<file path="src/rpcv_pkg.sv">
`default_nettype none
package rpcv_pkg;

    localparam int MAX_DIM     = 512;
    localparam int STORE_DEPTH = MAX_DIM * MAX_DIM;
    localparam int ADDR_W      = $clog2(STORE_DEPTH);
    localparam int COORD_W     = 9;
    localparam int SIZE_W      = 10;
    localparam int PIX_W       = 8;
    localparam int CLS_W       = 2;
    localparam int DIR_W       = 3;
    localparam int ODD_W       = 4;
    localparam int STEP_W      = 4;
    localparam int CFG_IDX_W   = 1;

    localparam logic [SIZE_W-1:0] SIZE_RESET = SIZE_W'(512);
    localparam logic [ODD_W-1:0]  VOTE_MIN   = ODD_W'(4);
    localparam logic [PIX_W-1:0]  PIX_FULL   = PIX_W'(255);
    localparam logic [DIR_W-1:0]  DIR_LAST   = DIR_W'(7);

    localparam logic [CFG_IDX_W-1:0] REG_SIZE_X = 1'b0;
    localparam logic [CFG_IDX_W-1:0] REG_SIZE_Y = 1'b1;

    localparam logic [CLS_W-1:0] CLS_ZERO  = 2'd0;
    localparam logic [CLS_W-1:0] CLS_FULL  = 2'd1;
    localparam logic [CLS_W-1:0] CLS_OTHER = 2'd2;

    typedef enum logic [3:0] {
        OP_IDLE,
        OP_CHECK,
        OP_CENTER,
        OP_RAY_INIT,
        OP_STEP,
        OP_CMP,
        OP_RAY_END,
        OP_EMIT_VOTE,
        OP_EMIT_BAD,
        OP_EMIT_IN
    } op_t;

    typedef enum logic [1:0] {
        MV_HOLD,
        MV_INC,
        MV_DEC
    } move_t;

    typedef struct packed {
        op_t op;
    } ctrl_t;

    typedef struct packed {
        logic query;
        logic bad;
        logic full;
        logic at_edge;
        logic last_dir;
        logic out_busy;
    } stat_t;

    function automatic move_t dir_dx(input logic [DIR_W-1:0] d);
        move_t m;
        unique case (d)
            3'd0, 3'd4, 3'd5: m = MV_INC;
            3'd1, 3'd6, 3'd7: m = MV_DEC;
            default:          m = MV_HOLD;
        endcase
        return m;
    endfunction

    function automatic move_t dir_dy(input logic [DIR_W-1:0] d);
        move_t m;
        unique case (d)
            3'd2, 3'd4, 3'd6: m = MV_INC;
            3'd3, 3'd5, 3'd7: m = MV_DEC;
            default:          m = MV_HOLD;
        endcase
        return m;
    endfunction

    function automatic logic [SIZE_W-1:0] eff_size(input logic [SIZE_W-1:0] s);
        logic [SIZE_W-1:0] r;
        if (int'(s) > MAX_DIM)
            r = SIZE_W'(MAX_DIM);
        else
            r = s;
        return r;
    endfunction

    function automatic logic [CLS_W-1:0] pix_class(input logic [PIX_W-1:0] p);
        logic [CLS_W-1:0] c;
        if (p == '0)
            c = CLS_ZERO;
        else if (p == PIX_FULL)
            c = CLS_FULL;
        else
            c = CLS_OTHER;
        return c;
    endfunction

    function automatic logic [ADDR_W-1:0] store_addr(input logic [COORD_W-1:0] x,
                                                     input logic [COORD_W-1:0] y);
        return ADDR_W'(x) * ADDR_W'(MAX_DIM) + ADDR_W'(y);
    endfunction

endpackage
`default_nettype wire

</file>
<file path="src/rpcv_seq.sv">
`default_nettype none
module rpcv_seq (
    input  wire logic            clk,
    input  wire logic            rst_n,
    input  wire rpcv_pkg::stat_t stat,
    output rpcv_pkg::ctrl_t      ctrl
);

    typedef enum logic [2:0] {
        CND_NEVER,
        CND_QUERY,
        CND_BAD,
        CND_FULL,
        CND_EDGE,
        CND_LAST_DIR,
        CND_OUT_BUSY
    } cond_t;

    typedef struct packed {
        rpcv_pkg::op_t                  op;
        cond_t                          cond;
        logic [rpcv_pkg::STEP_W-1:0]    seq_to;
        logic [rpcv_pkg::STEP_W-1:0]    jmp_to;
    } uword_t;

    localparam logic [rpcv_pkg::STEP_W-1:0] S_IDLE      = 4'd0;
    localparam logic [rpcv_pkg::STEP_W-1:0] S_CHECK     = 4'd1;
    localparam logic [rpcv_pkg::STEP_W-1:0] S_CENTER    = 4'd2;
    localparam logic [rpcv_pkg::STEP_W-1:0] S_RAY_INIT  = 4'd3;
    localparam logic [rpcv_pkg::STEP_W-1:0] S_STEP      = 4'd4;
    localparam logic [rpcv_pkg::STEP_W-1:0] S_CMP       = 4'd5;
    localparam logic [rpcv_pkg::STEP_W-1:0] S_RAY_END   = 4'd6;
    localparam logic [rpcv_pkg::STEP_W-1:0] S_EMIT_VOTE = 4'd7;
    localparam logic [rpcv_pkg::STEP_W-1:0] S_EMIT_BAD  = 4'd8;
    localparam logic [rpcv_pkg::STEP_W-1:0] S_EMIT_IN   = 4'd9;

    // Control store: fall through to seq_to, or jump to jmp_to when cond holds.
    function automatic uword_t rom(input logic [rpcv_pkg::STEP_W-1:0] a);
        uword_t w;
        unique case (a)
            S_IDLE:      w = '{rpcv_pkg::OP_IDLE,      CND_QUERY,    S_IDLE,      S_CHECK};
            S_CHECK:     w = '{rpcv_pkg::OP_CHECK,     CND_BAD,      S_CENTER,    S_EMIT_BAD};
            S_CENTER:    w = '{rpcv_pkg::OP_CENTER,    CND_FULL,     S_RAY_INIT,  S_EMIT_IN};
            S_RAY_INIT:  w = '{rpcv_pkg::OP_RAY_INIT,  CND_NEVER,    S_STEP,      S_STEP};
            S_STEP:      w = '{rpcv_pkg::OP_STEP,      CND_EDGE,     S_CMP,       S_RAY_END};
            S_CMP:       w = '{rpcv_pkg::OP_CMP,       CND_NEVER,    S_STEP,      S_STEP};
            S_RAY_END:   w = '{rpcv_pkg::OP_RAY_END,   CND_LAST_DIR, S_RAY_INIT,  S_EMIT_VOTE};
            S_EMIT_VOTE: w = '{rpcv_pkg::OP_EMIT_VOTE, CND_OUT_BUSY, S_IDLE,      S_EMIT_VOTE};
            S_EMIT_BAD:  w = '{rpcv_pkg::OP_EMIT_BAD,  CND_OUT_BUSY, S_IDLE,      S_EMIT_BAD};
            S_EMIT_IN:   w = '{rpcv_pkg::OP_EMIT_IN,   CND_OUT_BUSY, S_IDLE,      S_EMIT_IN};
            default:     w = '{rpcv_pkg::OP_IDLE,      CND_NEVER,    S_IDLE,      S_IDLE};
        endcase
        return w;
    endfunction

    logic [rpcv_pkg::STEP_W-1:0] step_reg;
    logic [rpcv_pkg::STEP_W-1:0] step_next;
    uword_t                      word;
    logic                        take;

    always_comb
    begin
        word = rom(step_reg);
        unique case (word.cond)
            CND_NEVER:    take = 1'b0;
            CND_QUERY:    take = stat.query;
            CND_BAD:      take = stat.bad;
            CND_FULL:     take = stat.full;
            CND_EDGE:     take = stat.at_edge;
            CND_LAST_DIR: take = stat.last_dir;
            CND_OUT_BUSY: take = stat.out_busy;
            default:      take = 1'b0;
        endcase
        step_next = take ? word.jmp_to : word.seq_to;
        ctrl.op   = word.op;
    end

    always_ff @(posedge clk or negedge rst_n)
    begin
        if (!rst_n)
        begin
            step_reg <= S_IDLE;
        end
        else
        begin
            step_reg <= step_next;
        end
    end

endmodule
`default_nettype wire

</file>
<file path="config.mk">
export PLATFORM = sky130hd
export DESIGN_NAME = rpcv_seq
export DESIGN_NICKNAME = d
export VERILOG_FILES = /design/src/rpcv_pkg.sv /design/src/rpcv_seq.sv
export SDC_FILE = /design/constraint.sdc
export NUM_CORES = 1
export LEC_CHECK = 0
export ABC_AREA = 1
export BUFFER_PORTS_ARGS = -buffer_cell sky130_fd_sc_hd__buf_4
export CAP_MARGIN = 20
export CELL_PAD_IN_SITES_DETAIL_PLACEMENT = 0
export CELL_PAD_IN_SITES_GLOBAL_PLACEMENT = 1
export CORE_MARGIN = 3
export CORE_UTILIZATION = 38
export DETAILED_ROUTE_END_ITERATION = 12
export GPL_TIMING_DRIVEN = 0
export PLACE_DENSITY = 0.76
export SLEW_MARGIN = 40
export SYNTH_ARGS = -nofsm -noshare
export SYNTH_HDL_FRONTEND = slang
export SYNTH_SLANG_ARGS = --single-unit
</file>
<file path="constraint.sdc">
create_clock -name clk -period 2.3 [get_ports clk]
set_input_delay 0.115 -clock clk [delete_from_list [all_inputs] [get_ports clk]]
set_output_delay 0.115 -clock clk [all_outputs]
set_load 0.02 [all_outputs]
</file>
==> results.json, run 1 <==
{
  "status": "complete, no violations",
  "syn_area_um2": 497,
  "wl_per_cell_um": 11.2,
  "synth-seq-cells": 4,
  "p_sw_uw": 434,
  "netlist_instances": 70,
  "rsz0062_at_grt": "false",
  "slew-limit-headroom_pct": 85.3,
  "p_leak_uw": 0.000337,
  "min_period_over_period_pct": 71.8,
  "grt.total_usage_pct": 15.2,
  "vias_per_cell": 4.82,
  "num_rows": 12,
  "internal_power_uw": 391,
  "initial_core_util_pct": 42.4,
  "switching_share_pct": 52.6,
  "synthToLayoutAreaGrowth_pct": 26.7,
  "worstSetupStartpointType": "flop",
  "path_class": "reg2reg",
  "period_needed_ps": 1650,
  "fp.dieH_um": 42.2,
  "largest_reg_flops": 4,
  "clkSinkCount": 4,
  "coreArea_um2": 1170,
  "finalHoldViolations": 0,
  "p_per_area_nw_per_um2": 1310,
  "post_cts_buffers": 0,
  "hold_slack_ps": 198,
  "yosysUniqueCellTypes": 21,
  "ctsHoldBuffers": 1,
  "setup_violations": 0,
  "nets": 99,
  "numCtsBuffers": 3,
  "setup_tns_ps": 0,
  "grt_antenna_before_repair": 0,
  "wirelength_um": 1110,
  "fillCellCount": 126,
  "dp.cells": 95,
  "finalPower_uw": 825,
  "drv_cap": 0,
  "tritoncts": "yes",
  "cts.htree.levels": 1,
  "drv_slew": 0,
  "clkTransAtPathRegs_ps": 40,
  "grt_max_degree": 10,
  "gp_congestion": 0.770,
  "final_cell_mix": "nand2_1, buf_4, nand3_1, inv_1, a21oi_1",
  "seq_area_frac_synth_pct": 20.2,
  "clkPwrFrac_pct": 11.1,
  "syn-num-nets": 82,
  "grt_pass1_wl_um": 1970,
  "yosys_warnings": 0,
  "cts-root-buf": "clkbuf_4",
  "tightest_slew_ps": 219,
  "clk_latency_ps": 250,
  "cts_resized": 0,
  "diodes": 0,
  "final_common_cell": "nand2_1",
  "worstPathRequired_ps": 2420,
  "avgSynthCellArea_um2": 7.10,
  "clk_path_buf_depth": 2,
  "hold_path.class": "in2async",
  "peakVddDrop_uv": 603,
  "grt_pass1_vias": 469,
  "cp-end-kind": "flop",
  "crit_fanout": 5,
  "portBuffers": 11,
  "pwr-share-comb_pct": 73.4,
  "first_iter_violations": 8,
  "fmax_mhz": 606,
  "vias": 477,
  "die_area_um2": 1780,
  "grt.overflow.total": 0,
  "pwr-share-seq_pct": 15.6,
  "drive_gt1_share_pct": 32.9,
  "dr.pass1.iters": 4,
  "arrival_ps": 1770,
  "die_x_um": 42.2,
  "finClkSkew_ps": 9.14,
  "dpl.hpwl_um": 851,
  "ios": 12,
  "ant_nets": 0,
  "drc": 0,
  "final_cells": 99
}
layout make-up:
type / count / area, um2 / share of cell area, %
Clock buffer: 3 / 22.5 / 3.58
Buffer: 2 / 22.5 / 3.58
Multi-Input combinational cell: 53 / 328 / 52.1
Sequential cell: 4 / 100 / 15.9
Timing Repair Buffer: 12 / 92.6 / 14.7
Inverter: 11 / 46.3 / 7.36
Tap cell: 14 / 17.5 / 2.78
cells in the mapped netlist (all sizes together):
cell	count	area share (%)
nor3b	1	1.5
nor3	2	5.3
nand2	20	17
buf	2	4.5
a21oi	5	5.0
o21ai	2	2.0
dfrtp	4	20
nand3	13	18
inv	11	9.3
nand3b	1	1.5
ha	4	10
nor2	5	5.8
per-stage QoR:
step,setup slack (ps),utilization (%),instance area [um2]
2_1_floorplan,841,-,497
3_3_place_gp,660,51.0,597
3_5_place_dp,655,51.0,597
4_1_cts,643,53.7,629
5_1_grt,515,53.7,629
6_report,649,53.7,629
layer usage:
metal	up-vias	GRT usage [%]	part of all wire (%)
met2	12	20.7	41
met4	0	11.2	3.2
li1	257	-	-
met1	204	18.5	48
met5	-	0	0
met3	4	6.87	7.1
cells by family (layout without fill, tap and decap cells):
group,Yosys count,count (layout),share of synthesized area [%]
AND/OR/NAND/NOR,42,42,48.9
buffers and inverters,13,28,13.9
adder cells (fa/ha/maj),4,4,10.1
AO/OA/AOI/OAI,7,7,7.05
flip-flops,4,4,20.2
power groups by stage:
| stage | clock network, uW | logic (uW) | registers [uW] |
|---|---|---|---|
| floorplan | 0 | 478 | 122 |
| global placement | 0 | 606 | 130 |
| detailed placement | 0 | 605 | 129 |
| CTS | 93.5 | 611 | 128 |
| global route | 98.3 | 697 | 131 |
| finish | 91.2 | 605 | 128 |
path summary, 6_finish.rpt:
path,from,endpoint,slack (ps),depth (start not counted)
setup reg to reg,step_reg[0],step_reg[0],650,10
hold reg to reg,step_reg[3],step_reg[2],690,4
setup / recovery,step_reg[0],step_reg[0],650,10
min in group clk,stat[0],step_reg[3],290,3
hold / removal,rst_n,step_reg[3],200,2
max in group asynchronous,rst_n,step_reg[0],1990,2
critical path, stage by stage, from the launching register on:
cell and delay (ps):
dfrtp_1 440, inv_2 90, ha_1 310, nor2_2 140, a21oi_1 90, inv_1 80, nand3_2 90, nand3_4 110
nand2_2 80, nand2_1 60, nand2_1 50
(Power assumes the default switching activity.)
==> run 2, diff against run 1 <==
--- a/config.mk
+++ b/config.mk
@@ -5,16 +5,16 @@
 export SDC_FILE = /design/constraint.sdc
 export NUM_CORES = 1
 export LEC_CHECK = 0
-export ABC_AREA = 1
+export ABC_AREA = 0
 export BUFFER_PORTS_ARGS = -buffer_cell sky130_fd_sc_hd__buf_4
 export CAP_MARGIN = 20
 export CELL_PAD_IN_SITES_DETAIL_PLACEMENT = 0
 export CELL_PAD_IN_SITES_GLOBAL_PLACEMENT = 1
-export CORE_MARGIN = 3
-export CORE_UTILIZATION = 38
+export CORE_AREA = 3 3 40 42
 export DETAILED_ROUTE_END_ITERATION = 12
+export DIE_AREA = 0 0 43 45
 export GPL_TIMING_DRIVEN = 0
-export PLACE_DENSITY = 0.76
+export PLACE_DENSITY = 0.64
 export SLEW_MARGIN = 40
 export SYNTH_ARGS = -nofsm -noshare
 export SYNTH_HDL_FRONTEND = slang
==> constraint.sdc (replaced) <==
create_clock -name clk -period 1.72 [get_ports clk]
set_input_delay 0.086 -clock clk [delete_from_list [all_inputs] [get_ports clk]]
set_output_delay 0.086 -clock clk [all_outputs]
set_load 0.02 [all_outputs]
==> run 2 against run 1 <==
The run now ends with setup timing left. Critical path depth shrank 3. Highest routed layer unchanged. Largest power group unchanged. Sequential share of layout area is 0.72 points lower. Combinational power rose by 70%. Hold slack got worse by 11 ps. Die area is 8.9% higher.
==> results.json, run 2 <==
{
  "setup_slack_ps": -166,
  "min_period_over_period_pct": 110,
  "diodes": 0,
  "place_area_um2": 578,
  "crit_chain": "inv_2 -> ha_4 -> mux2_4 -> a211oi_2 -> a211o_1 -> or2_4 -> mux2_4",
  "worstPathRequired_ps": 1830,
  "grt_antenna_before_repair": 0,
  "grt_busiest_layer": "met2",
  "clk_latency_ps": 230,
  "seq_area_frac_synth_pct": 23.9,
  "clkTransAtPathRegs_ps": 40,
  "hold_slack_ps": 187,
  "clk_path_buf_depth": 2,
  "grt_max_degree": 11,
  "finalHoldViolations": 0,
  "cp_slowest_cell": "dfrtp_2",
  "synth_common_cells": "nor2_1, dfrtp_1, ha_1, o21ai_0",
  "dr.pass1.iters": 4,
  "rsz0062_at_grt": "true",
  "synthToLayoutAreaGrowth_pct": 61.2,
  "fp.dieH_um": 45,
  "final_cell_mix": "buf_4, nor2_1, o21ai_0, a21oi_1, clkbuf_4",
  "ios": 12,
  "p_per_area_nw_per_um2": 2010,
  "syn-num-nets": 63,
  "finClkSkew_ps": 2.29,
  "vias": 455,
  "largest_reg_flops": 4,
  "crit_path_max_incr_delay_ps": 440,
  "arrival_ps": 2000,
  "fillCellCount": 127,
  "peakVddDrop_uv": 826,
  "final_cells": 90,
  "violations": "setup timing",
  "tritoncts": "yes",
  "cts-root-buf": "clkbuf_4",
  "syn_area_um2": 419,
  "die_area_um2": 1940,
  "path_class": "reg2reg",
  "grt_pass1_wl_um": 2000,
  "dp.cells": 77,
  "use_met1_pct": 17.9,
  "synth.area.top_cells": "dfrtp_1, ha_1, nor2_1, mux2i_1, o21ai_0",
  "crit_top_cell": "mux2_4",
  "grt.overflow.total": 0,
  "async_flop_share_pct": 100,
  "drc": 0,
  "die_x_um": 43,
  "tightest_slew_ps": 391,
  "wirelength_um": 1140,
  "cp-end-kind": "flop",
  "vias_per_cell": 5.06,
  "wl_per_cell_um": 12.7,
  "coreArea_um2": 1280,
  "final_common_cell": "buf_4",
  "grt.total_usage_pct": 13.8,
  "avgSynthCellArea_um2": 8.22,
  "status": "finished, violations left",
  "fmax_mhz": 530,
  "nets": 88,
  "synth_top_area_share_pct": 23.9,
  "yosysMostFrequentCell": "nor2_1",
  "numCtsBuffers": 3,
  "ys.flop_type": "dfrtp_1",
  "first_iter_violations": 9,
  "setup_violations": 4,
  "use_met2_pct": 23.1,
  "synth-edff-count": 0,
  "ant_nets": 0,
  "drv_cap": 0,
  "netlist_instances": 51,
  "slew-limit-headroom_pct": 73.9,
  "yosysUniqueCellTypes": 25,
  "grt_use_met3_pct": 0,
  "grt_pass1_vias": 450,
  "hold_path.class": "in2async",
  "synth-seq-cells": 4,
  "num_rows": 13,
  "synth_top_area_cell": "dfrtp_1",
  "portBuffers": 11,
  "crit_fanout": 6,
  "dpl.hpwl_um": 794,
  "worstSetupStartpointType": "flop",
  "yosys_warnings": 0,
  "period_needed_ps": 1890,
  "final_area_um2": 676,
  "drive_gt1_share_pct": 50.7,
  "drv_slew": 0,
  "gp_congestion": 0.661,
  "cts.htree.levels": 1,
  "post-place-ws_ps": -286,
  "reg2reg_depth": 7,
  "p_leak_uw": 0.000323,
  "initial_core_util_pct": 32.6,
  "clkSinkCount": 4
}
-- run 2: layer usage --
metal  vias up  wire length (um)
met2        13               597
met5         -                 0
met1       209               472
met4         0                19
met3         2                49
li1        231                 -
-- run 2: worst max-delay path: cells and delay by family (launching register included) --
family | cells | cell delay, ps
mux | 2 | 600
compound gates | 2 | 310
simple gates | 1 | 120
fa+ha+maj | 1 | 180
flops | 1 | 440
buf+inv | 1 | 100
-- run 2: logic make-up (layout without fill, tap and decap cells) --
logic type	after synthesis	in the layout	share of synthesized area [%]
simple gates	20	20	24.2
fa+ha+maj	4	4	11.9
buf+inv	5	29	4.77
mux	4	4	11.0
compound gates	14	14	24.2
flops	4	4	23.9
-- run 2: final cells by class --
| cell class | instances | area (um2) | share of cell area [%] |
|---|---|---|---|
| Sequential cell | 4 | 103 | 15.2 |
| Tap cell | 15 | 18.8 | 2.78 |
| Clock buffer | 4 | 26.3 | 3.89 |
| Timing Repair Buffer | 20 | 153 | 22.6 |
| Inverter | 3 | 11.3 | 1.67 |
| Buffer | 2 | 8.76 | 1.30 |
| Multi-Input combinational cell | 42 | 355 | 52.6 |
-- run 2: where the power goes --
group          leakage [uW]  internal [uW]  total [uW]  switching [uW]
Combinational      0.000260            550        1030             479
Sequential        0.0000487            141         199            57.3
Clock             0.0000150           87.3         130            42.6
-- run 2: repair_timing --
action                     CTS  global route
hold endpoints to repair     4             0
resized for setup            1             0
pin swaps                    6             1
setup endpoints to repair    4             4
setup buffers                6             2
hold buffers                 1             0
-- run 2: stage by stage --
stage | TNS [ps] | power [uW] | util (%)
final | -538 | 1360 | 52.6
after CTS | -394 | 1300 | 51.4
after floorplan | -126 | 877 | -
after global routing | -1020 | 1490 | 52.6
after detailed placement | -722 | 1060 | 45.0
after global placement | -740 | 1090 | 45.0
-- run 2: worst paths after layout --
path	slack [ps]	startpoint	end
min in group clk	270	stat[0]	step_reg[0]
worst max register to register	-170	step_reg[0]	step_reg[1]
max in group asynchronous	1420	rst_n	step_reg[1]
worst min register to register	680	step_reg[1]	step_reg[2]
worst min-delay path	190	rst_n	step_reg[0]
worst max-delay path	-170	step_reg[0]	step_reg[1]
